File: src/rtl/max_pool_2d_argmax_defines.svh
// Assertion macros shared by the max pooling RTL.
// Included by files that carry concurrent checks; no other dependencies.
`ifndef MAX_POOL_2D_ARGMAX_DEFINES_SVH
`define MAX_POOL_2D_ARGMAX_DEFINES_SVH

// Consequent must hold in the same cycle as the antecedent.
`define MP2A_ASSERT_NOW(name, clk, rstn, ante, cons, msg) \
    name: assert property (@(posedge clk) disable iff (!rstn) (ante) |-> (cons)) \
        else $error(msg);

// Consequent must hold in the cycle after the antecedent.
`define MP2A_ASSERT_NEXT(name, clk, rstn, ante, cons, msg) \
    name: assert property (@(posedge clk) disable iff (!rstn) (ante) |=> (cons)) \
        else $error(msg);

`endif

File: src/rtl/mp2a_pkg.sv
// Shared constants and types for the max pooling block.
// No dependencies.
`timescale 1ns / 1ps
`default_nettype none

package mp2a_pkg;

    localparam int MAX_WINDOW = 4;
    localparam int MAX_WIDTH  = 256;
    localparam int MAX_HEIGHT = 256;
    localparam int DATA_WIDTH = 16;

    localparam int CFG_INDEX_W = 2;
    localparam int CFG_DATA_W  = 9;
    localparam int WIN_REG_W   = 3;
    localparam int STEP_REG_W  = 3;
    localparam int DIM_REG_W   = 9;

    localparam int POSITION_W  = 16;
    localparam int OUT_INDEX_W = 8;

    localparam logic [WIN_REG_W-1:0]  WINDOW_RST = 3'd2;
    localparam logic [STEP_REG_W-1:0] STEP_RST   = 3'd2;
    localparam logic [DIM_REG_W-1:0]  WIDTH_RST  = 9'd256;
    localparam logic [DIM_REG_W-1:0]  HEIGHT_RST = 9'd256;

    typedef enum logic [CFG_INDEX_W-1:0] {
        REG_WINDOW_SIZE = 2'd0,
        REG_STEP_SIZE   = 2'd1,
        REG_IN_WIDTH    = 2'd2,
        REG_IN_HEIGHT   = 2'd3
    } cfg_reg_t;

    typedef struct packed {
        logic emit;
        logic last;
    } item_ctl_t;

endpackage

`default_nettype wire

File: src/rtl/mp2a_cfg.sv
// Configuration registers; window and plane size saturate to their effective ranges, a zero stride follows the window.
// Depends on mp2a_pkg.
`timescale 1ns / 1ps
`default_nettype none

module mp2a_cfg #(
    parameter int MAX_WINDOW = mp2a_pkg::MAX_WINDOW,
    parameter int MAX_WIDTH  = mp2a_pkg::MAX_WIDTH,
    parameter int MAX_HEIGHT = mp2a_pkg::MAX_HEIGHT,
    localparam int WS_W = $clog2(MAX_WINDOW + 1),
    localparam int ST_W = (WS_W > mp2a_pkg::STEP_REG_W) ? WS_W : mp2a_pkg::STEP_REG_W,
    localparam int DW_W = $clog2(MAX_WIDTH + 1),
    localparam int DH_W = $clog2(MAX_HEIGHT + 1)
) (
    input  wire logic                                 aclk,
    input  wire logic                                 aresetn,
    input  wire logic                                 cfg_wr_en,
    input  wire logic [mp2a_pkg::CFG_INDEX_W-1:0]     cfg_index,
    input  wire logic [mp2a_pkg::CFG_DATA_W-1:0]      cfg_wr_data,
    output logic      [WS_W-1:0]                      ws,
    output logic      [ST_W-1:0]                      st,
    output logic      [DW_W-1:0]                      w,
    output logic      [DH_W-1:0]                      h
);

    logic [mp2a_pkg::WIN_REG_W-1:0]  window_reg;
    logic [mp2a_pkg::STEP_REG_W-1:0] step_reg;
    logic [mp2a_pkg::DIM_REG_W-1:0]  width_reg;
    logic [mp2a_pkg::DIM_REG_W-1:0]  height_reg;

    always_ff @(posedge aclk) begin
        if (!aresetn) begin
            window_reg <= mp2a_pkg::WINDOW_RST;
            step_reg   <= mp2a_pkg::STEP_RST;
            width_reg  <= mp2a_pkg::WIDTH_RST;
            height_reg <= mp2a_pkg::HEIGHT_RST;
        end else if (cfg_wr_en) begin
            unique case (mp2a_pkg::cfg_reg_t'(cfg_index))
                mp2a_pkg::REG_WINDOW_SIZE: begin
                    window_reg <= cfg_wr_data[mp2a_pkg::WIN_REG_W-1:0];
                end
                mp2a_pkg::REG_STEP_SIZE: begin
                    step_reg <= cfg_wr_data[mp2a_pkg::STEP_REG_W-1:0];
                end
                mp2a_pkg::REG_IN_WIDTH: begin
                    width_reg <= cfg_wr_data[mp2a_pkg::DIM_REG_W-1:0];
                end
                mp2a_pkg::REG_IN_HEIGHT: begin
                    height_reg <= cfg_wr_data[mp2a_pkg::DIM_REG_W-1:0];
                end
            endcase
        end
    end

    always_comb begin
        if (window_reg == '0) begin
            ws = WS_W'(1);
        end else if (32'(window_reg) > 32'(MAX_WINDOW)) begin
            ws = WS_W'(MAX_WINDOW);
        end else begin
            ws = WS_W'(window_reg);
        end

        // zero stride follows the window size
        if (step_reg == '0) begin
            st = ST_W'(ws);
        end else begin
            st = ST_W'(step_reg);
        end

        if (width_reg == '0) begin
            w = DW_W'(1);
        end else if (32'(width_reg) > 32'(MAX_WIDTH)) begin
            w = DW_W'(MAX_WIDTH);
        end else begin
            w = DW_W'(width_reg);
        end

        if (height_reg == '0) begin
            h = DH_W'(1);
        end else if (32'(height_reg) > 32'(MAX_HEIGHT)) begin
            h = DH_W'(MAX_HEIGHT);
        end else begin
            h = DH_W'(height_reg);
        end
    end

endmodule

`default_nettype wire

File: config.mk
export PLATFORM = sky130hd
export DESIGN_NAME = mp2a_cfg
export DESIGN_NICKNAME = d
export VERILOG_FILES = /design/src/rtl/max_pool_2d_argmax_defines.svh /design/src/rtl/mp2a_pkg.sv /design/src/rtl/mp2a_cfg.sv
export SDC_FILE = /design/constraint.sdc
export NUM_CORES = 1
export LEC_CHECK = 0
export ABC_AREA = 1
export ABC_CLOCK_PERIOD_IN_PS = 1100
export BUFFER_PORTS_ARGS = -buffer_cell sky130_fd_sc_hd__buf_2
export CAP_MARGIN = 20
export CORE_MARGIN = 2
export CORE_UTILIZATION = 44
export CTS_BUF_LIST = sky130_fd_sc_hd__clkbuf_8 sky130_fd_sc_hd__clkbuf_16
export DETAILED_ROUTE_END_ITERATION = 16
export PLACE_DENSITY_LB_ADDON = 0.3
export SLEW_MARGIN = 15
export SYNTH_ARGS = -nofsm -noshare
export SYNTH_HDL_FRONTEND = slang
export SYNTH_SLANG_ARGS = --single-unit
File: constraint.sdc
create_clock -name aclk -period 1.1 [get_ports aclk]
set_clock_uncertainty 0.15 [all_clocks]
set_input_delay 0.275 -clock aclk [delete_from_list [all_inputs] [get_ports aclk]]
set_output_delay 0.275 -clock aclk [all_outputs]
set_load 0.05 [all_outputs]
# Word-level counts from Yosys, hierarchy flattened
# Index checks and enable logic that the tools add are counted.
# totals
register_bits,24
out_inout_bits,24
wordCells,26
# op_classes
n_lt_le_gt_ge,3
eq_ne,3
n_mux,7
reduce_logical,9
# op_table
operator,count
9-bit 2-to-1 mux,4
9-bit > comparator (second input constant),2
9-bit logical NOT,2
3-bit 2-to-1 mux,3
2-bit AND reduction,4
3-bit logical NOT,2
2-bit equality test (second input constant),2
3-bit > comparator (second input constant),1
2-bit by 1-bit equality test with 1-bit output (second input constant),1
2-bit logical NOT,1

# Depth between registers and ports, before layout
# depth
word_depth,4
ltp_mapped,6

# Worst setup path after synthesis
# OpenSTA, ideal clock, no wires.
# synth_path
path_type,flip-flop to output port
startpoint,reg step_reg[1] in the netlist's numbering
endpoint,out st[1]
arrival_time_ps,1633
t_required_ps,675
path_slack_ps,-958
stages_incl_launch_ff,4
cell_sequence,dfxtp_1 inv_1 nand3_1 o31ai_1
# synth_via
elab_chain_len,2
# synth_rtl
item,line_no,rtl
"start, declared",mp2a_cfg.sv:27,logic [mp2a_pkg::STEP_REG_W-1:0] step_reg;
"start signal, assigned",mp2a_cfg.sv:34,step_reg <= mp2a_pkg::STEP_RST;
"start signal, assigned",mp2a_cfg.sv:43,step_reg <= cfg_wr_data[mp2a_pkg::STEP_REG_W-1:0];
3-bit logical NOT,mp2a_cfg.sv:65,if (step_reg == '0) begin
3-bit 2-to-1 mux *,mp2a_cfg.sv:65,
"end, declared",mp2a_cfg.sv:21,"output logic [ST_W-1:0] st,"
# Every way passes the cells marked *; elsewhere a longest branch is shown, timed or not.

# Worst setup path after layout
# layout_path
startpoint,reg width_reg[2] in the netlist's numbering
endpoint,out w[1]
# layout_via
elab_chain_len,3
elab_cells_between_ends,4
classes_between,1 x order compare; 2 x mux; 1 x reduce/logical
# layout_rtl
item,line_no,rtl
"start, declared",mp2a_cfg.sv:28,logic [mp2a_pkg::DIM_REG_W-1:0] width_reg;
"start signal, assigned",mp2a_cfg.sv:35,width_reg <= mp2a_pkg::WIDTH_RST;
"start signal, assigned",mp2a_cfg.sv:46,width_reg <= cfg_wr_data[mp2a_pkg::DIM_REG_W-1:0];
9-bit > comparator,mp2a_cfg.sv:73,end else if (32'(width_reg) > 32'(MAX_WIDTH)) begin
9-bit 2-to-1 mux,mp2a_cfg.sv:73,
9-bit 2-to-1 mux *,mp2a_cfg.sv:71,if (width_reg == '0) begin
"end, declared",mp2a_cfg.sv:22,"output logic [DW_W-1:0] w,"
# Marked as above.

==> impl_metrics.csv <==
group,metric,value,unit
placement,gp_congestion,0.778,
sta,tns,-12.57,ns
synth,yosys.area_share.adder,0,
synth,synth_compound_area_frac,0.230,
synth,synth_seq_cells,24,
placement,detailed_place.area,1700,sq um
drt,ant_nets,0,
sta,fmax,0.552,GHz
drt,first_pass_iters,4,
finish,layout_common_cells,"buf_4, inv_1, nor2_4, a21oi_1",
grt,grt_pass1_vias,1213,
power,power.density,1150,nW/um^2
placement,hpwl,2170,um
cts,clk_latency,0.27,ns
sta,finalSetupViolCount,24,
grt,antenna_found_initial,0,
grt,grtUsageMet2,0.433,
die,rows,18,
synth,synthDominantCellAreaShare,0.424,
sta,timing.final.ws_setup,-0.711,ns
die,core,2450,sq um
die,die_y,54.7,um
drt,viasPerCell,5.18,
finish,fin_cells,251,
sta,hold_ws,0.120,ns
synth,yosys.area.top_type,"dfxtp_1",
drt,vias,1300,
synth,syn_nets,174,
finish,layout_commonest_cell,"buf_4",
finish,regArea,504,sq um
min_path,hold_class,"input port to flop",
grt,grt-busiest-layer,"met2",
run,maxCapViolCount,0,
grt,grt_overflow,0,
finish,nNetsFinal,236,
sta,fin_crit,1.81,ns
die,die_w,54.7,um
drt,drc,0,
finish,fill_cells,149,
grt,grt_max_degree,25,
synth,synthFlopType,"dfxtp_1",
synth,synthTopCellsByArea,"dfxtp_1, nor2_1, inv_1, o21ai_0, a21oi_1",
grt,grt_use_met3,0.0546,
critical_path,crit_slowest_cell,"dfxtp_2",
cts,path_clk_slew,0.09,ns
cts,cts_buffers,3,
critical_path,critPathMaxStageDelay,0.34,ns
synth,synth_top_family_by_area,"compound AO/OA/AOI/OAI gates",
power,design_power_total,2.39,mW
synth,synth_edf_count,0,
critical_path,worstSetupPathType,"flop to output pin",
cts,clockBufferDepth,2,
status,status,"finished, violations left",
critical_path,crit_path_max_fanout,4,
critical_path,required,0.67,ns
cts,h-tree-depth,1,
sta,slew-limit-headroom,0.844,
synth,synth_cell_types,20,
die,ios,38,
cts,cts_tree,"done",
sta,final_hold_viol_count,0,
placement,numPortBuffers,37,
status,violations,"negative setup slack",
grt,grt_pass1_wl,5470,um
sta,tightest_slew,0.232,ns
synth,synthXorXnorAreaFrac,0,
critical_path,worstPathCellList,"nor2_2 -> nand2_1 -> o21ai_2 -> inv_4 -> nor2_4 -> buf_6",
grt,grt_util_all_layers,0.260,
placement,post-place-ws,-0.547,ns
sta,drv_slew,0,
synth,synth-simple-area-share,0.198,
synth,avgSynthCellArea,7.08,sq um
synth,syn-cell-area,1130,sq um
drt,postRouteWirelength,3710,um
grt,globalRouteMet1Util,0.319,
cts,root_buffer,"clkbuf_8",
placement,dp.cells,244,
cts,cts_hold_buf,0,
synth,synth_async_sr_flop_share,0,
critical_path,r2r_slack,0.07,ns
finish,final_core_util,0.845,
finish,antennaDiodeCount,0,
drt,dr.first_iter.drc_count,35,
finish,area_growth,83.2,%
sta,rsz0062_at_grt,"true",
critical_path,cp-end-kind,"output pin",
finish,multi_input_area,732,sq um
synth,yosysSeqAreaShare,0.424,
die,initial_core_util,0.461,
synth,yosys_warnings,0,
die,die_area,3000,sq um
drt,wl_per_cell,14.8,um
critical_path,startpoint_type,"flop",
sta,period_share,1.65,
power,power.leakage,0.879,nW
synth,syn_inst,160,
finish,layout-drive-gt1-share,0.602,
synth,synth.area.mux_share,0,
critical_path,arrival,1.39,ns
power,ir_worst_vdd,0.00103,V
cts,clock_sinks,24,
finish,design_area,2070,sq um
worst max-delay path, delay by kind of cell, from the launching register on:
family / cells / cell delay [ns]
and+or+nand+nor: 3 / 0.31
DFF: 1 / 0.34
AOI/OAI and AO/OA: 1 / 0.20
buffers and inverters: 2 / 0.26
worst paths after layout:
| path | from | endpoint | cells past startpoint |
|---|---|---|---|
| setup / recovery | width_reg[2] | w[1] | 6 |
| hold / removal | cfg_wr_data[8] | width_reg[8] | 3 |
| setup reg to reg | window_reg[1] | window_reg[1] | 4 |
| hold reg to reg | step_reg[1] | step_reg[1] | 2 |
cell type report:
cell class | instances | share of cell area
sequential | 24 | 0.243
tap | 30 | 0.0181
timing repair buffer | 64 | 0.296
inverter | 30 | 0.0633
clock buffer | 4 | 0.0265
multi-input combinational | 99 | 0.353
where the power goes:
group          switching (mW)  internal, mW
registers              0.0406         0.915
clock network           0.295         0.320
logic                   0.507         0.311
Yosys cell counts, types with 2 or more instances:
library cell / instances
o211ai_1: 2
a21oi_2: 2
nand2_1: 15
o21ai_1: 2
nor2_1: 29
nand2_4: 2
o21ai_0: 19
inv_2: 2
dfxtp_1: 24
a21oi_1: 16
clkbuf_1: 4
nand3_1: 6
inv_1: 27
o21ai_2: 4
routing by layer:
| metal | wire length [um] | up-vias | part of all wire |
|---|---|---|---|
| li1 | - | 629 | - |
| met1 | 1510 | 607 | 0.41 |
| met2 | 1910 | 50 | 0.51 |
| met3 | 189 | 14 | 0.051 |
| met4 | 100 | 0 | 0.027 |
| met5 | 0 | - | 0 |
logic make-up after synthesis:
group / Yosys count
flops: 24
simple gates: 53
buf+inv: 37
compound gates: 46
repair_timing:
action,in CTS,in global routing
setup buffers,2,1
pin swaps,7,7
endpoints found under the setup margin,24,25
resized for setup,67,29
Power figures use the tool's default switching activity.
