$ cat src/rtl/max_pool_2d_argmax_defines.svh
// Assertion macros shared by the max pooling RTL.
// Included by files that carry concurrent checks; no other dependencies.
`ifndef MAX_POOL_2D_ARGMAX_DEFINES_SVH
`define MAX_POOL_2D_ARGMAX_DEFINES_SVH

// Consequent must hold in the same cycle as the antecedent.
`define MP2A_ASSERT_NOW(name, clk, rstn, ante, cons, msg) \
    name: assert property (@(posedge clk) disable iff (!rstn) (ante) |-> (cons)) \
        else $error(msg);

// Consequent must hold in the cycle after the antecedent.
`define MP2A_ASSERT_NEXT(name, clk, rstn, ante, cons, msg) \
    name: assert property (@(posedge clk) disable iff (!rstn) (ante) |=> (cons)) \
        else $error(msg);

`endif

$ cat src/rtl/mp2a_pkg.sv
// Shared constants and types for the max pooling block.
// No dependencies.
`timescale 1ns / 1ps
`default_nettype none

package mp2a_pkg;

    localparam int MAX_WINDOW = 4;
    localparam int MAX_WIDTH  = 256;
    localparam int MAX_HEIGHT = 256;
    localparam int DATA_WIDTH = 16;

    localparam int CFG_INDEX_W = 2;
    localparam int CFG_DATA_W  = 9;
    localparam int WIN_REG_W   = 3;
    localparam int STEP_REG_W  = 3;
    localparam int DIM_REG_W   = 9;

    localparam int POSITION_W  = 16;
    localparam int OUT_INDEX_W = 8;

    localparam logic [WIN_REG_W-1:0]  WINDOW_RST = 3'd2;
    localparam logic [STEP_REG_W-1:0] STEP_RST   = 3'd2;
    localparam logic [DIM_REG_W-1:0]  WIDTH_RST  = 9'd256;
    localparam logic [DIM_REG_W-1:0]  HEIGHT_RST = 9'd256;

    typedef enum logic [CFG_INDEX_W-1:0] {
        REG_WINDOW_SIZE = 2'd0,
        REG_STEP_SIZE   = 2'd1,
        REG_IN_WIDTH    = 2'd2,
        REG_IN_HEIGHT   = 2'd3
    } cfg_reg_t;

    typedef struct packed {
        logic emit;
        logic last;
    } item_ctl_t;

endpackage

`default_nettype wire

$ cat src/rtl/mp2a_win.sv
// Window register array and registered-input max tree with earliest-raster tie break.
// Depends on mp2a_pkg.
`timescale 1ns / 1ps
`default_nettype none

module mp2a_win #(
    parameter int MAX_WINDOW = mp2a_pkg::MAX_WINDOW,
    parameter int MAX_WIDTH  = mp2a_pkg::MAX_WIDTH,
    parameter int MAX_HEIGHT = mp2a_pkg::MAX_HEIGHT,
    parameter int DATA_WIDTH = mp2a_pkg::DATA_WIDTH,
    localparam int WS_W  = $clog2(MAX_WINDOW + 1),
    localparam int DW_W  = $clog2(MAX_WIDTH + 1),
    localparam int POS_W = $clog2(MAX_WIDTH * MAX_HEIGHT),
    localparam int AW    = (MAX_WINDOW > 1) ? $clog2(MAX_WINDOW) : 1,
    localparam int N     = MAX_WINDOW * MAX_WINDOW,
    localparam int NP    = 2 ** $clog2(N),
    localparam int NODES = 2 * NP - 1
) (
    input  wire logic                          aclk,
    input  wire logic                          aresetn,
    input  wire logic                          shift_en,
    input  wire logic [MAX_WINDOW*DATA_WIDTH-1:0] col_vec,
    input  wire logic [WS_W-1:0]               ws,
    input  wire logic [DW_W-1:0]               w,
    input  wire logic [POS_W-1:0]              pos,
    output logic signed [DATA_WIDTH-1:0]       max_value,
    output logic      [POS_W-1:0]              max_pos
);

    // win_reg[row age][column age]
    logic [DATA_WIDTH-1:0] win_reg [MAX_WINDOW][MAX_WINDOW];

    logic [DATA_WIDTH-1:0] t_val [NODES];
    logic                  t_ok  [NODES];
    logic [AW-1:0]         t_ra  [NODES];
    logic [AW-1:0]         t_ca  [NODES];
    logic [POS_W-1:0]      row_off;

    always_ff @(posedge aclk) begin
        if (!aresetn) begin
            for (int k = 0; k < MAX_WINDOW; k++) begin
                for (int c = 0; c < MAX_WINDOW; c++) begin
                    win_reg[k][c] <= '0;
                end
            end
        end else if (shift_en) begin
            for (int k = 0; k < MAX_WINDOW; k++) begin
                for (int c = MAX_WINDOW - 1; c >= 1; c--) begin
                    win_reg[k][c] <= win_reg[k][c-1];
                end
                win_reg[k][0] <= col_vec[k*DATA_WIDTH +: DATA_WIDTH];
            end
        end
    end

    // leaves in raster order, oldest row and column first
    always_comb begin
        for (int j = N; j < NP; j++) begin
            t_val[NP-1+j] = '0;
            t_ok[NP-1+j]  = 1'b0;
            t_ra[NP-1+j]  = '0;
            t_ca[NP-1+j]  = '0;
        end
        for (int rr = 0; rr < MAX_WINDOW; rr++) begin
            for (int cc = 0; cc < MAX_WINDOW; cc++) begin
                t_val[NP-1+rr*MAX_WINDOW+cc] = win_reg[MAX_WINDOW-1-rr][MAX_WINDOW-1-cc];
                t_ok[NP-1+rr*MAX_WINDOW+cc]  = ((MAX_WINDOW - 1 - rr) < int'(ws)) &&
                                               ((MAX_WINDOW - 1 - cc) < int'(ws));
                t_ra[NP-1+rr*MAX_WINDOW+cc]  = AW'(MAX_WINDOW - 1 - rr);
                t_ca[NP-1+rr*MAX_WINDOW+cc]  = AW'(MAX_WINDOW - 1 - cc);
            end
        end
        // left subtree is earlier in raster order and wins ties
        for (int i = NP - 2; i >= 0; i--) begin
            if (t_ok[2*i+2] && (!t_ok[2*i+1] ||
                    ($signed(t_val[2*i+2]) > $signed(t_val[2*i+1])))) begin
                t_val[i] = t_val[2*i+2];
                t_ok[i]  = t_ok[2*i+2];
                t_ra[i]  = t_ra[2*i+2];
                t_ca[i]  = t_ca[2*i+2];
            end else begin
                t_val[i] = t_val[2*i+1];
                t_ok[i]  = t_ok[2*i+1];
                t_ra[i]  = t_ra[2*i+1];
                t_ca[i]  = t_ca[2*i+1];
            end
        end
    end

    assign row_off   = POS_W'(32'(t_ra[0]) * 32'(w));
    assign max_value = $signed(t_val[0]);
    assign max_pos   = pos - row_off - POS_W'(t_ca[0]);

endmodule

`default_nettype wire

$ cat config.mk
export PLATFORM = sky130hd
export DESIGN_NAME = mp2a_win
export DESIGN_NICKNAME = d
export VERILOG_FILES = /design/src/rtl/max_pool_2d_argmax_defines.svh /design/src/rtl/mp2a_pkg.sv /design/src/rtl/mp2a_win.sv
export SDC_FILE = /design/constraint.sdc
export NUM_CORES = 1
export LEC_CHECK = 0
export BUFFER_PORTS_ARGS = -buffer_cell sky130_fd_sc_hd__buf_2
export CAP_MARGIN = 20
export CORE_MARGIN = 3
export CORE_UTILIZATION = 45
export DETAILED_ROUTE_END_ITERATION = 6
export GPL_ROUTABILITY_DRIVEN = 0
export SETUP_SLACK_MARGIN = 0.4
export SKIP_LAST_GASP = 1
export SYNTH_ARGS = -nofsm -noshare
export SYNTH_HDL_FRONTEND = slang
export SYNTH_SLANG_ARGS = --single-unit
$ cat constraint.sdc
create_clock -name aclk -period 15.4 [get_ports aclk]
set_clock_uncertainty 0.2 [all_clocks]
set_input_delay 0.77 -clock aclk [delete_from_list [all_inputs] [get_ports aclk]]
set_output_delay 0.77 -clock aclk [all_outputs]
set_load 0.005 [all_outputs]
; Word level (Yosys, flattened, before mapping)
; Memory sizes are Yosys's and may differ from the RTL's.
; Cells that the tools add are included.
[totals]
wordCells = 156
output_inout_bits = 32
latchBits = 0
mem_count = 1
ram_bits = 256
mem_bits_ro = 0
ff_bits = 0
[op_classes]
multipliers = 1
n_div = 0
reduce_logical = 50
n_lt_le_gt_ge = 19
n_mux = 67
shift = 0
n_bitwise = 16
addsub = 2
eq_ne = 0
[mem_list]
columns = memory, words, width, read_ports, rd_clocked_by_memory_dff, write_ports, line
row1 = win_reg, 4, 64, 4, 0, 4, mp2a_win.sv:31  ; logic [DATA_WIDTH-1:0] win_reg [MAX_WINDOW][MAX_WINDOW];
[op_table]
columns = op, count
row1 = $mux 16, 31
row2 = $gt 16x16->1, 15
row3 = $mux 1, 28
row4 = $logic_and 1x1->1, 21
row5 = $mux 2, 8
row6 = $or 1x1->1, 16
row7 = $sub 16x11->16, 1
row8 = $sub 16x2->16, 1
row9 = $logic_or 1x1->1, 15
row10 = $logic_not 1->1, 14
row11 = $mul 2x9->11, 1
row12 = $lt 1x3->1 const A, 2
row13 = $lt 2x3->1 const A, 2

; Logic depth before layout (Yosys ltp)
[logic_depth]
word_depth = 21
depth_mapped = 54

; Worst setup path after synthesis
; OpenSTA, ideal clock, no wires.
[synth_timing]
path_type = reg-to-output
startpoint = memory win_reg[0][63] in the netlist's numbering
endpoint = output port max_pos[14]
arrival_time_ns = 11.094
path_stages_with_launch = 52
setup_slack_ns = 3.336
path_buffers = 6
path_cell_list = edfxtp_1 -> ha_1 -> nand4_1 -> nor4_1 -> a21boi_1 -> nand4b_1 -> a31oi_1 -> nor2_4 -> buf_6 -> mux2i_1 -> inv_1 -> ha_1 -> a211oi_1 -> o21bai_1 -> a21o_1 -> a2111oi_1 -> mux2i_1 -> o31ai_1 -> (+16 left out) -> o21a_1 -> a221o_1 -> clkbuf_1 -> clkbuf_1 -> a22oi_1 -> fa_1 -> fa_1 -> inv_1 -> fa_1 -> nor2b_1 -> o21ai_0 -> a21boi_0 -> o21ai_0 -> a21boi_0 -> o211a_1 -> o21a_1 -> nor3_1 -> xor2_1
[synth_lines]
columns = element, line
row1 = from (decl), mp2a_win.sv:31
row2 = to (decl), mp2a_win.sv:27  ; output logic [POS_W-1:0] max_pos

==> flow_summary.yaml <==
sta:
  fmax_ghz: 0.0709
  relSlewSlack_pct: 33.0
  tightest_slew_ns: 1.01
  rsz0062_at_grt: "no"
  hold_violations: 0
  period_needed_ns: 14.10
  setup_viol: 0
  slew_viol_final: 0
  post-route-period-util_pct: 91.6
  tns_ns: 0
critical_path:
  cp_slowest_cell: "a21boi_4"
  criticalPathCategory: "reg -> out"
  cp.required_ns: 14.43
  start_kind: "register"
  endpoint_kind: "output port"
  critPathMaxFanout: 22
  cpPeakStageDelay_ns: 0.57
  cp_common_cell: "ha_1"
  arrival_ns: 13.13
synth:
  yosysUniqueCellTypes: 72
  synth.avg_cell_area_sq_um: 10.1
  synth_top_flop_cell: "edfxtp_1"
  synth_top_area_cell: "edfxtp_1"
  synth_edf_count: 240
  synth_nets: 2391
  async_flop_share_pct: 0
  synth_area_leaders: "edfxtp_1 (35%), ha_1 (16%), mux2i_1 (9.3%), and3_1 (7.5%), inv_1 (4.8%)"
  synth_cells: 2026
  synth_top_area_share_pct: 35.3
  syn-cell-area_sq_um: 20400
  seq_area_frac_synth_pct: 36.9
  ys_ff_latch: 256
  yosys_warnings: 0
cts:
  cts_max_path_buffers: 3
  h-tree-depth: 1
  clk_latency_ns: 0.59
  cts_root_buf: "clkbuf_16"
  cts_sinks: 256
  cts_tree: "done"
  path_clk_slew_ns: 0.06
  cts_buffers: 30
power:
  p_int_uw: 2110
  p_switching_uw: 1440
  power_density_nw_per_um2: 157
  sequentialPowerShare_pct: 24.0
  combPwrFrac_pct: 54.5
  vdd_drop_max_mv: 0.0994
  leakage_uw: 0.0111
  clockPowerShare_pct: 21.5
  p_sw_share_pct: 40.6
global_routing:
  grt_pass1_wl_um: 84600
  grt_pass1_vias: 15228
  grt_max_degree: 97
  overflow: 0
  grt_usage_pct: 22.2
  antenna_found_initial: 1
place:
  hpwl_um: 40500
  portBuffers: 126
  place_area_sq_um: 21400
cells_and_area:
  area_growth_pct: 10.9
  fill_cells: 4113
  multi_input_area_sq_um: 11400
  utilization_pct: 50.9
  largest_reg_flops: 256
  final_cell_mix: "inv_1 (260), ha_1 (259), and3_1 (244), edfxtp_1 (240), mux2i_1 (185)"
  n_antenna_cell: 0
  finalInstanceArea_sq_um: 22700
  drive_gt1_share_pct: 14.4
  fin_nets: 2470
  layout_commonest_cell: "inv_1"
  seq_area_sq_um: 7530
routing:
  drt-initial-drc-count: 1087
  drt-vias-per-instance: 5.70
  drt_pass1_iterations: 5
  vias: 15505
  routed_wl_um: 53900
  drc_errors: 0
  avgRoutedWirePerCell_um: 19.8
  final_antenna_net_count: 0
die:
  rows: 77
  start_util_pct: 45.9
  fp.dieW_um: 219
  core_sq_um: 44500
  fp.dieH_um: 219
  boundaryPins: 127
  die-area_sq_um: 48000
run:
  maxCapViolations: 0
min_path:
  min_path_type: "in -> reg"
status:
  status: "finished, final reports clean"
==> cell families (layout without fill, tap and decap cells) <==
logic type / Yosys count / after routing / synth area share (%)
compound gates: 306 / 306 / 10.4
xor+xnor: 10 / 10 / 0.429
fa+ha+maj: 270 / 270 / 16.9
buf+inv: 374 / 476 / 7.74
flops: 256 / 256 / 36.9
mux: 230 / 230 / 11.6
simple gates: 580 / 580 / 16.0
==> path summary, 6_finish.rpt <==
kind / slack (ns) / depth (start not counted) / end / from
worst max-delay path: 1.30 / 50 / max_pos[14] / win_reg[0][31]
worst min-delay path: 0.29 / 2 / win_reg[0][60] / col_vec[12]
worst max register to register: 14.26 / 1 / win_reg[2][46] / win_reg[2][62]
worst min register to register: 0.34 / 2 / win_reg[2][13] / win_reg[2][13]
==> through the flow <==
| stage | worst slack, ns | cells | hold slack (ns) | total power [uW] |
|---|---|---|---|---|
| 6_report | 1.30 | 2720 | 0.295 | 3550 |
| 5_1_grt | 0.410 | 2720 | 0.283 | 3800 |
| 4_1_cts | 0.628 | 2707 | 0.264 | 3540 |
| 3_5_place_dp | 1.29 | 2652 | 0.328 | 2760 |
| 3_3_place_gp | 1.41 | 2652 | 0.323 | 2730 |
| 2_1_floorplan | 3.34 | 2026 | 0.305 | 2240 |
==> cells in the mapped netlist, types with 16 or more instances <==
cell type  number
inv_1         260
ha_1          259
and3_1        244
edfxtp_1      240
mux2i_1       190
a21oi_1        96
nor2_1         94
clkbuf_1       62
nand2_1        55
o21ai_0        50
nand3_1        38
mux2_2         33
nand4_1        33
nor2b_1        30
a211oi_1       28
buf_4          27
a211oi_2       20
and2_1         18
a22o_1         16
dfxtp_1        16
==> power by group through the flow <==
stage / combinational, uW / sequential, uW / clock (uW)
after floorplan: 1380 / 857 / 0
after global placement: 1860 / 864 / 0
after detailed placement: 1890 / 865 / 0
after CTS: 1900 / 851 / 781
after global routing: 2140 / 858 / 804
final: 1930 / 852 / 762
==> per-layer routing <==
layer	global-route usage, %	routed length (um)	up-vias
met5	0	0	-
met4	6.31	1680	0
met3	2.53	2450	96
met2	37.6	25700	364
met1	30.1	24000	7518
li1	-	-	7527
==> timing repair <==
| item | in CTS | in global routing |
|---|---|---|
| setup buffers | 0 | 11 |
| setup endpoints to repair | 0 | 10 |
| hold buffers | 0 | 0 |
| resized for setup | 0 | 11 |
==> worst max-delay path, delay by kind of cell (launching register included) <==
kind	cells	cell delay [ns]
buffers and inverters	6	1.15
and+or+nand+nor	10	2.25
AOI/OAI and AO/OA	21	4.55
muxes	5	1.70
DFF	1	0.40
xor gates and xnor gates	1	0.16
adders and majority gates	7	2.34
==> final cells by class <==
type                    count  share of cell area [%]
flip-flops and latches    256                    33.2
well taps                 592                    3.27
repair buffers            161                    4.14
clock inverters            20                    1.14
clock buffers              35                    3.48
inverters                 260                    4.31
multi-input cells        1396                    50.4
Power figures use the tool's default switching activity.
