===== src/rtl/max_pool_2d_argmax_defines.svh =====
// Assertion macros shared by the max pooling RTL.
// Included by files that carry concurrent checks; no other dependencies.
`ifndef MAX_POOL_2D_ARGMAX_DEFINES_SVH
`define MAX_POOL_2D_ARGMAX_DEFINES_SVH

// Consequent must hold in the same cycle as the antecedent.
`define MP2A_ASSERT_NOW(name, clk, rstn, ante, cons, msg) \
    name: assert property (@(posedge clk) disable iff (!rstn) (ante) |-> (cons)) \
        else $error(msg);

// Consequent must hold in the cycle after the antecedent.
`define MP2A_ASSERT_NEXT(name, clk, rstn, ante, cons, msg) \
    name: assert property (@(posedge clk) disable iff (!rstn) (ante) |=> (cons)) \
        else $error(msg);

`endif


===== src/rtl/mp2a_pkg.sv =====
// Shared constants and types for the max pooling block.
// No dependencies.
`timescale 1ns / 1ps
`default_nettype none

package mp2a_pkg;

    localparam int MAX_WINDOW = 4;
    localparam int MAX_WIDTH  = 256;
    localparam int MAX_HEIGHT = 256;
    localparam int DATA_WIDTH = 16;

    localparam int CFG_INDEX_W = 2;
    localparam int CFG_DATA_W  = 9;
    localparam int WIN_REG_W   = 3;
    localparam int STEP_REG_W  = 3;
    localparam int DIM_REG_W   = 9;

    localparam int POSITION_W  = 16;
    localparam int OUT_INDEX_W = 8;

    localparam logic [WIN_REG_W-1:0]  WINDOW_RST = 3'd2;
    localparam logic [STEP_REG_W-1:0] STEP_RST   = 3'd2;
    localparam logic [DIM_REG_W-1:0]  WIDTH_RST  = 9'd256;
    localparam logic [DIM_REG_W-1:0]  HEIGHT_RST = 9'd256;

    typedef enum logic [CFG_INDEX_W-1:0] {
        REG_WINDOW_SIZE = 2'd0,
        REG_STEP_SIZE   = 2'd1,
        REG_IN_WIDTH    = 2'd2,
        REG_IN_HEIGHT   = 2'd3
    } cfg_reg_t;

    typedef struct packed {
        logic emit;
        logic last;
    } item_ctl_t;

endpackage

`default_nettype wire


===== src/rtl/mp2a_scan.sv =====
// Raster position counters: window hit detection, output indices and plane position.
// Depends on mp2a_pkg and max_pool_2d_argmax_defines.svh.
`timescale 1ns / 1ps
`default_nettype none
`include "max_pool_2d_argmax_defines.svh"

module mp2a_scan #(
    parameter int MAX_WINDOW = mp2a_pkg::MAX_WINDOW,
    parameter int MAX_WIDTH  = mp2a_pkg::MAX_WIDTH,
    parameter int MAX_HEIGHT = mp2a_pkg::MAX_HEIGHT,
    localparam int WS_W  = $clog2(MAX_WINDOW + 1),
    localparam int ST_W  = (WS_W > mp2a_pkg::STEP_REG_W) ? WS_W : mp2a_pkg::STEP_REG_W,
    localparam int DW_W  = $clog2(MAX_WIDTH + 1),
    localparam int DH_W  = $clog2(MAX_HEIGHT + 1),
    localparam int COL_W = $clog2(MAX_WIDTH),
    localparam int ROW_W = $clog2(MAX_HEIGHT),
    localparam int POS_W = $clog2(MAX_WIDTH * MAX_HEIGHT)
) (
    input  wire logic                 aclk,
    input  wire logic                 aresetn,
    input  wire logic                 restart,
    input  wire logic                 advance,
    input  wire logic [WS_W-1:0]      ws,
    input  wire logic [ST_W-1:0]      st,
    input  wire logic [DW_W-1:0]      w,
    input  wire logic [DH_W-1:0]      h,
    output logic      [COL_W-1:0]     col,
    output mp2a_pkg::item_ctl_t       ctl,
    output logic      [ROW_W-1:0]     orow,
    output logic      [COL_W-1:0]     ocol,
    output logic      [POS_W-1:0]     pos
);

    logic [COL_W-1:0] col_reg;
    logic [ROW_W-1:0] row_reg;
    logic [ST_W-1:0]  cph_reg;
    logic [ST_W-1:0]  rph_reg;
    logic [COL_W-1:0] ocol_reg;
    logic [ROW_W-1:0] orow_reg;
    logic [POS_W-1:0] pos_reg;

    logic             col_ok;
    logic             row_ok;
    logic             col_hit;
    logic             row_hit;
    logic             col_end;
    logic             row_end;
    logic [ST_W-1:0]  cph_next;
    logic [ST_W-1:0]  rph_next;

    always_comb begin
        col_ok  = (32'(col_reg) + 32'd1) >= 32'(ws);
        row_ok  = (32'(row_reg) + 32'd1) >= 32'(ws);
        col_hit = col_ok && (cph_reg == '0);
        row_hit = row_ok && (rph_reg == '0);
        col_end = (32'(col_reg) + 32'd1) == 32'(w);
        row_end = (32'(row_reg) + 32'd1) == 32'(h);

        cph_next = ((32'(cph_reg) + 32'd1) == 32'(st)) ? '0 : cph_reg + ST_W'(1);
        rph_next = ((32'(rph_reg) + 32'd1) == 32'(st)) ? '0 : rph_reg + ST_W'(1);

        ctl.emit = col_hit && row_hit;
        // last window of the row and of the plane: no room for another stride
        ctl.last = ((32'(col_reg) + 32'(st)) >= 32'(w)) &&
                   ((32'(row_reg) + 32'(st)) >= 32'(h));
    end

    assign col  = col_reg;
    assign orow = orow_reg;
    assign ocol = ocol_reg;
    assign pos  = pos_reg;

    always_ff @(posedge aclk) begin
        if (!aresetn || restart) begin
            col_reg  <= '0;
            row_reg  <= '0;
            cph_reg  <= '0;
            rph_reg  <= '0;
            ocol_reg <= '0;
            orow_reg <= '0;
            pos_reg  <= '0;
        end else if (advance) begin
            if (col_end) begin
                col_reg  <= '0;
                cph_reg  <= '0;
                ocol_reg <= '0;
                if (row_end) begin
                    row_reg  <= '0;
                    rph_reg  <= '0;
                    orow_reg <= '0;
                    pos_reg  <= '0;
                end else begin
                    row_reg  <= row_reg + ROW_W'(1);
                    rph_reg  <= row_ok ? rph_next : '0;
                    orow_reg <= orow_reg + ROW_W'(row_hit);
                    pos_reg  <= pos_reg + POS_W'(1);
                end
            end else begin
                col_reg  <= col_reg + COL_W'(1);
                cph_reg  <= col_ok ? cph_next : '0;
                ocol_reg <= ocol_reg + COL_W'(col_hit);
                pos_reg  <= pos_reg + POS_W'(1);
            end
        end
    end

    `MP2A_ASSERT_NOW(a_scan_in_plane, aclk, aresetn, 1'b1, (32'(col_reg) < 32'(w)) && (32'(row_reg) < 32'(h)), "position counter outside the plane")

endmodule

`default_nettype wire


===== config.mk =====
export PLATFORM = sky130hd
export DESIGN_NAME = mp2a_scan
export DESIGN_NICKNAME = d
export VERILOG_FILES = /design/src/rtl/mp2a_pkg.sv /design/src/rtl/mp2a_scan.sv
export VERILOG_INCLUDE_DIRS = /design/src /design/src/rtl
export SDC_FILE = /design/constraint.sdc
export NUM_CORES = 1
export LEC_CHECK = 0
export BUFFER_PORTS_ARGS = -buffer_cell sky130_fd_sc_hd__buf_2
export CAP_MARGIN = 20
export CORE_MARGIN = 3
export CORE_UTILIZATION = 59
export CTS_BUF_LIST = sky130_fd_sc_hd__clkbuf_2
export CTS_CLUSTER_DIAMETER = 50
export DETAILED_ROUTE_END_ITERATION = 8
export PLACE_DENSITY = 0.81
export RECOVER_POWER = 50
export SYNTH_ARGS = -nofsm -noshare
export SYNTH_HDL_FRONTEND = slang
export SYNTH_SLANG_ARGS = --single-unit

===== constraint.sdc =====
create_clock -name aclk -period 4.34 [get_ports aclk]
set_input_delay 0.868 -clock aclk [delete_from_list [all_inputs] [get_ports aclk]]
set_output_delay 0.868 -clock aclk [all_outputs]
set_load 0.1 [all_outputs]

After elaboration in Yosys (flattened, before gate mapping)
Index checks and enable logic that the tools add are counted.
{"block": "totals", "elab_cells": 49, "ff_bits": 54}
{"block": "classes", "muxes": 12, "n_addsub": 13, "n_reduce_logical": 9, "n_eq_ne": 4, "n_lt_le_gt_ge": 4}
{"cell": "$ge 32x3->1", "n": 2}
{"cell": "$mux 16", "n": 2}
{"cell": "$mux 8", "n": 4}
{"cell": "$add 8x1->9 const B", "n": 2}
{"cell": "$add 8x3->9", "n": 2}
{"cell": "$eq 9x9->1", "n": 2}
{"cell": "$ge 9x9->1", "n": 2}
{"cell": "$mux 3", "n": 6}
{"cell": "$add 16x1->16 const B", "n": 1}
{"cell": "$add 8x1->8", "n": 2}
{"cell": "$add 8x1->8 const B", "n": 2}
{"cell": "$add 3x1->4 const B", "n": 2}
{"cell": "$eq 4x3->1", "n": 2}
{"cell": "$add 3x1->3 const B", "n": 2}
{"cell": "$logic_not 3->1", "n": 2}
{"cell": "$logic_and 1x1->1", "n": 4}
{"cell": "$reduce_and 2->1", "n": 1}
{"cell": "$logic_not 1->1", "n": 1}
{"cell": "$logic_or 1x1->1", "n": 1}

Longest topological paths before layout
{"block": "logic_depth", "word_depth": 5, "depth_mapped": 15}

Worst setup path before layout
No wires, ideal clock.
{"block": "synth_path", "kind": "reg-to-output", "start": "reg col_reg[0] (netlist: col[0])", "end": "out ctl[0] (netlist bit)", "setup_slack_ps": -125, "t_arrival_ps": 3597, "stages_incl_launch_ff": 14, "cell_sequence": "dfxtp_1 > ha_1 > inv_1 > fa_1 > nor2b_1 > o21ai_0 > nor2_1 > xor2_1 > ha_1 > o21ai_0 > nand2b_1 > a21oi_1 > a21oi_1 > and3_1"}
{"element": "start, declared", "line_no": "mp2a_scan.sv:34", "source": "logic [COL_W-1:0] col_reg;"}
{"element": "start signal, assigned", "line_no": "mp2a_scan.sv:99", "source": "col_reg <= col_reg + COL_W'(1);"}
{"element": "end, declared", "line_no": "mp2a_scan.sv:28", "source": "output mp2a_pkg::item_ctl_t ctl,"}

==> results_dict.tcl <==
set metrics [dict create \
    status "complete, no violations" \
    critical_path.cell_chain "buf_2 -> inv_1 -> fa_1 -> nor2b_1 -> o21ai_0 -> nor2_1 -> xor2_1 -> ha_1 -> o21ai_0 -> nand2b_1 -> a21oi_2 -> a21oi_1 -> and3_1 -> buf_6" \
    hold_viol 0 \
    number_of_standard_cells_in_the_layout_taps_in_and_fillers_out 673 \
    ioPinCount 70 \
    drv_cap 0 \
    tightest_slew_ps 1320 \
    place.detailed.instances 662 \
    slew_viol_final 0 \
    place_area_um2 4610 \
    synthesis.nets 591 \
    post-synth-top-area-fraction 0.256 \
    yosysWarnings 0 \
    finalSetupViolations 0 \
    yosys.area.top_type "sky130_fd_sc_hd__dfxtp_1" \
    critPathLaunchType "input pin" \
    grt.overflow.total 0 \
    worst-endpoint-arrival_ps 3240 \
    netlist_instances 520 \
    synthTopCellsByArea "sky130_fd_sc_hd__dfxtp_1 (26%), sky130_fd_sc_hd__ha_1 (12%), sky130_fd_sc_hd__xnor2_1 (5.8%), sky130_fd_sc_hd__xor2_1 (5.6%), sky130_fd_sc_hd__nor2_1 (5.0%)" \
    cts_hold_repair.buffers 0 \
    share_clk_of_total_power 0.241 \
    drive_gt1_frac 0.104 \
    average_wire_length_per_cell_after_detail_routing_um 14.2 \
    synth_enable_flop_cells 0 \
    gp_congestion 0.846 \
    flow.area_growth_from_synthesis_pct 9.47 \
    finalClockSkew_ps 15.0 \
    synth-seq-area-share 0.256 \
    crit_fanout 5 \
    via_per_inst 5.61 \
    hold-path-cell-count 1 \
    critical_path.most_common_cell "sky130_fd_sc_hd__o21ai_0" \
    worstSkewPairLatency_ps 430 \
    seq_pwr_share 0.605 \
    synthFlopType "sky130_fd_sc_hd__dfxtp_1" \
    number_of_cell_rows 30 \
    syn_area_um2 4230 \
    setup_ws_ps 232 \
    floorplan.initialDensity 0.615 \
    dp_slack_ps 112 \
    cts.sinks 54 \
    grt_max_degree 33 \
    largest_register_ff_count 16 \
    power.switching_fraction 0.289 \
    worst_setup_hold_path_clk_slew_ps 260 \
    post-synth-top-count-cell "sky130_fd_sc_hd__nor2_1" \
    cts.htree.levels 2 \
    numCtsBuffers 5 \
    die_area_um2 8220 \
    die_h_um 90.7 \
    grt_use_total 0.232 \
    synth_seq_cells 54 \
    finish.net_count 647 \
    max-clock-path-buffers 2 \
    core_region_area_um2 6870 \
    synthTopCellsByCount "sky130_fd_sc_hd__nor2_1 (56), sky130_fd_sc_hd__dfxtp_1 (54), sky130_fd_sc_hd__ha_1 (41)" \
    critical-path-slowest-cell "sky130_fd_sc_hd__fa_1" \
    min_path_type "flop to flop" \
    synth_cell_type_count 54 \
    grt_first_pass_wirelength_um 16200 \
    power.density_cell_area_nw_per_um2 179 \
    p_int_mw 0.591 \
    routed_wl_um 9550 \
    final.setup.tns_ps 0 \
    dp_hpwl_um 7290 \
    crit_path_end_kind "output port" \
    timing.max_slew.rel_slack 0.111 \
    fin_area_um2 4630 \
    postRouteAntennaNets 0 \
    maxClockFrequency_ghz 0.243 \
    n_antenna_cell 0 \
    post-route-min-period_ps 4110 \
    crit_type "input pin to output port" \
    share_of_power_burned_in_combinational_logic 0.154 \
    synthArstFlopShare 0 \
    route.vias.total 3776 \
    number_of_global_route_vias_before_repair 3549 \
    port_buffers 69 \
    starting_drt_drc_count 169 \
    min_period_over_period 0.946 \
    syn_avg_cell_area_um2 8.13 \
    die_w_um 90.7 \
    ff2ff_path_depth 7 \
    total_leakage_power_nw 1.97 \
    root_buffer_cell "sky130_fd_sc_hd__clkbuf_2" \
    worst_ep_required_time_ps 3470 \
    remaining_drc_errors 0 \
    cts_tree "yes" \
    drtPass1Iterations 5 \
    timing.critical_path.slowest_cell_delay_ps 470 \
    vdd.ir_drop.worst_mv 0.185 \
    switchingPower_mw 0.240 \
    layout.filler_cells 617 \
    number_of_antenna_violations_at_the_first_check_in_global_routing 0 \
]
[final timing paths]
path / to / slack, ps / startpoint
hold / removal: orow[7] / 490 / orow[7]
setup / recovery: ctl[0] / 230 / st[1]
hold reg to reg: orow[7] / 490 / orow[7]
setup reg to reg: row_reg[6] / 280 / col[3]
[repair_timing]
action / in CTS / in global routing
setup buffers: 0 / 2
resized for setup: 0 / 8
endpoints found under the setup margin: 0 / 1
[critical path, delay by kind of cell]
family                     cells  cell delay [ps]
AOI/OAI and AO/OA              4              510
xor gates and xnor gates       1              160
adders and majority gates      2              710
buffers and inverters          3              430
and+or+nand+nor                4              560
[power by group through the flow]
stage          Clock, mW  Sequential, mW  Combinational (mW)
2_1_floorplan          0           0.522              0.0769
3_3_place_gp           0           0.512               0.123
3_5_place_dp           0           0.512               0.126
4_1_cts            0.208           0.503               0.127
5_1_grt            0.227           0.503               0.144
6_report           0.200           0.502               0.128
[layout make-up]
| cell class | count | area (um2) | area share |
|---|---|---|---|
| multi-input cells | 401 | 2870 | 0.620 |
| flip-flops and latches | 54 | 1090 | 0.235 |
| repair buffers | 77 | 365 | 0.0789 |
| inverters | 37 | 139 | 0.0300 |
| well taps | 96 | 120 | 0.0260 |
| clock buffers | 5 | 25.0 | 0.00541 |
| clock inverters | 3 | 21.3 | 0.00460 |
[cell families (layout without fill, tap and decap cells)]
kind of cell / Yosys count / after routing / share of synthesized area
AO/OA/AOI/OAI: 103 / 103 / 0.162
buffers and inverters: 65 / 122 / 0.0621
AND/OR/NAND/NOR: 193 / 193 / 0.247
flip-flops: 54 / 54 / 0.256
multiplexers: 3 / 3 / 0.00769
XOR/XNOR: 59 / 59 / 0.134
adder cells (fa/ha/maj): 43 / 43 / 0.131
[placed cells by master (no fill, tap or decap), types with 3 or more instances in the layout]
cell type                    n
sky130_fd_sc_hd__nor2_1     56
sky130_fd_sc_hd__dfxtp_1    51
sky130_fd_sc_hd__ha_1       41
sky130_fd_sc_hd__clkbuf_1   41
sky130_fd_sc_hd__inv_1      37
sky130_fd_sc_hd__nand2_1    34
sky130_fd_sc_hd__xnor2_1    28
sky130_fd_sc_hd__o21ai_0    28
sky130_fd_sc_hd__buf_2      28
sky130_fd_sc_hd__xor2_1     27
sky130_fd_sc_hd__a21oi_1    22
sky130_fd_sc_hd__nand3_1    17
sky130_fd_sc_hd__nand2b_1   13
sky130_fd_sc_hd__and3_1     13
sky130_fd_sc_hd__a21o_1     12
sky130_fd_sc_hd__o211ai_1   11
sky130_fd_sc_hd__nand3b_1    9
sky130_fd_sc_hd__nand4_1     8
sky130_fd_sc_hd__nor2b_1     8
sky130_fd_sc_hd__nor3_1      7
sky130_fd_sc_hd__buf_4       6
sky130_fd_sc_hd__and4_1      5
sky130_fd_sc_hd__and2_1      5
sky130_fd_sc_hd__clkbuf_2    5
sky130_fd_sc_hd__nor4_1      4
sky130_fd_sc_hd__a31oi_1     4
sky130_fd_sc_hd__o2111ai_1   4
sky130_fd_sc_hd__a22oi_1     4
sky130_fd_sc_hd__o41ai_2     4
sky130_fd_sc_hd__a211oi_1    3
sky130_fd_sc_hd__or3_1       3
sky130_fd_sc_hd__nor3b_1     3
sky130_fd_sc_hd__a22o_1      3
[through the flow]
stage | hold slack (ps) | util | total power, mW
6_report | 494 | 0.674 | 0.830
3_3_place_gp | 450 | 0.671 | 0.635
3_5_place_dp | 462 | 0.671 | 0.637
5_1_grt | 538 | 0.674 | 0.874
2_1_floorplan | 468 | - | 0.599
4_1_cts | 492 | 0.678 | 0.838
[routing by layer]
metal  global-route usage  wire (um)  share of wire
met5                    0          0              0
met4               0.0370         36         0.0038
met3               0.0308        351          0.037
met2                0.415       4900           0.51
met1                0.301       4270           0.45
Power figures use the tool's default switching activity.
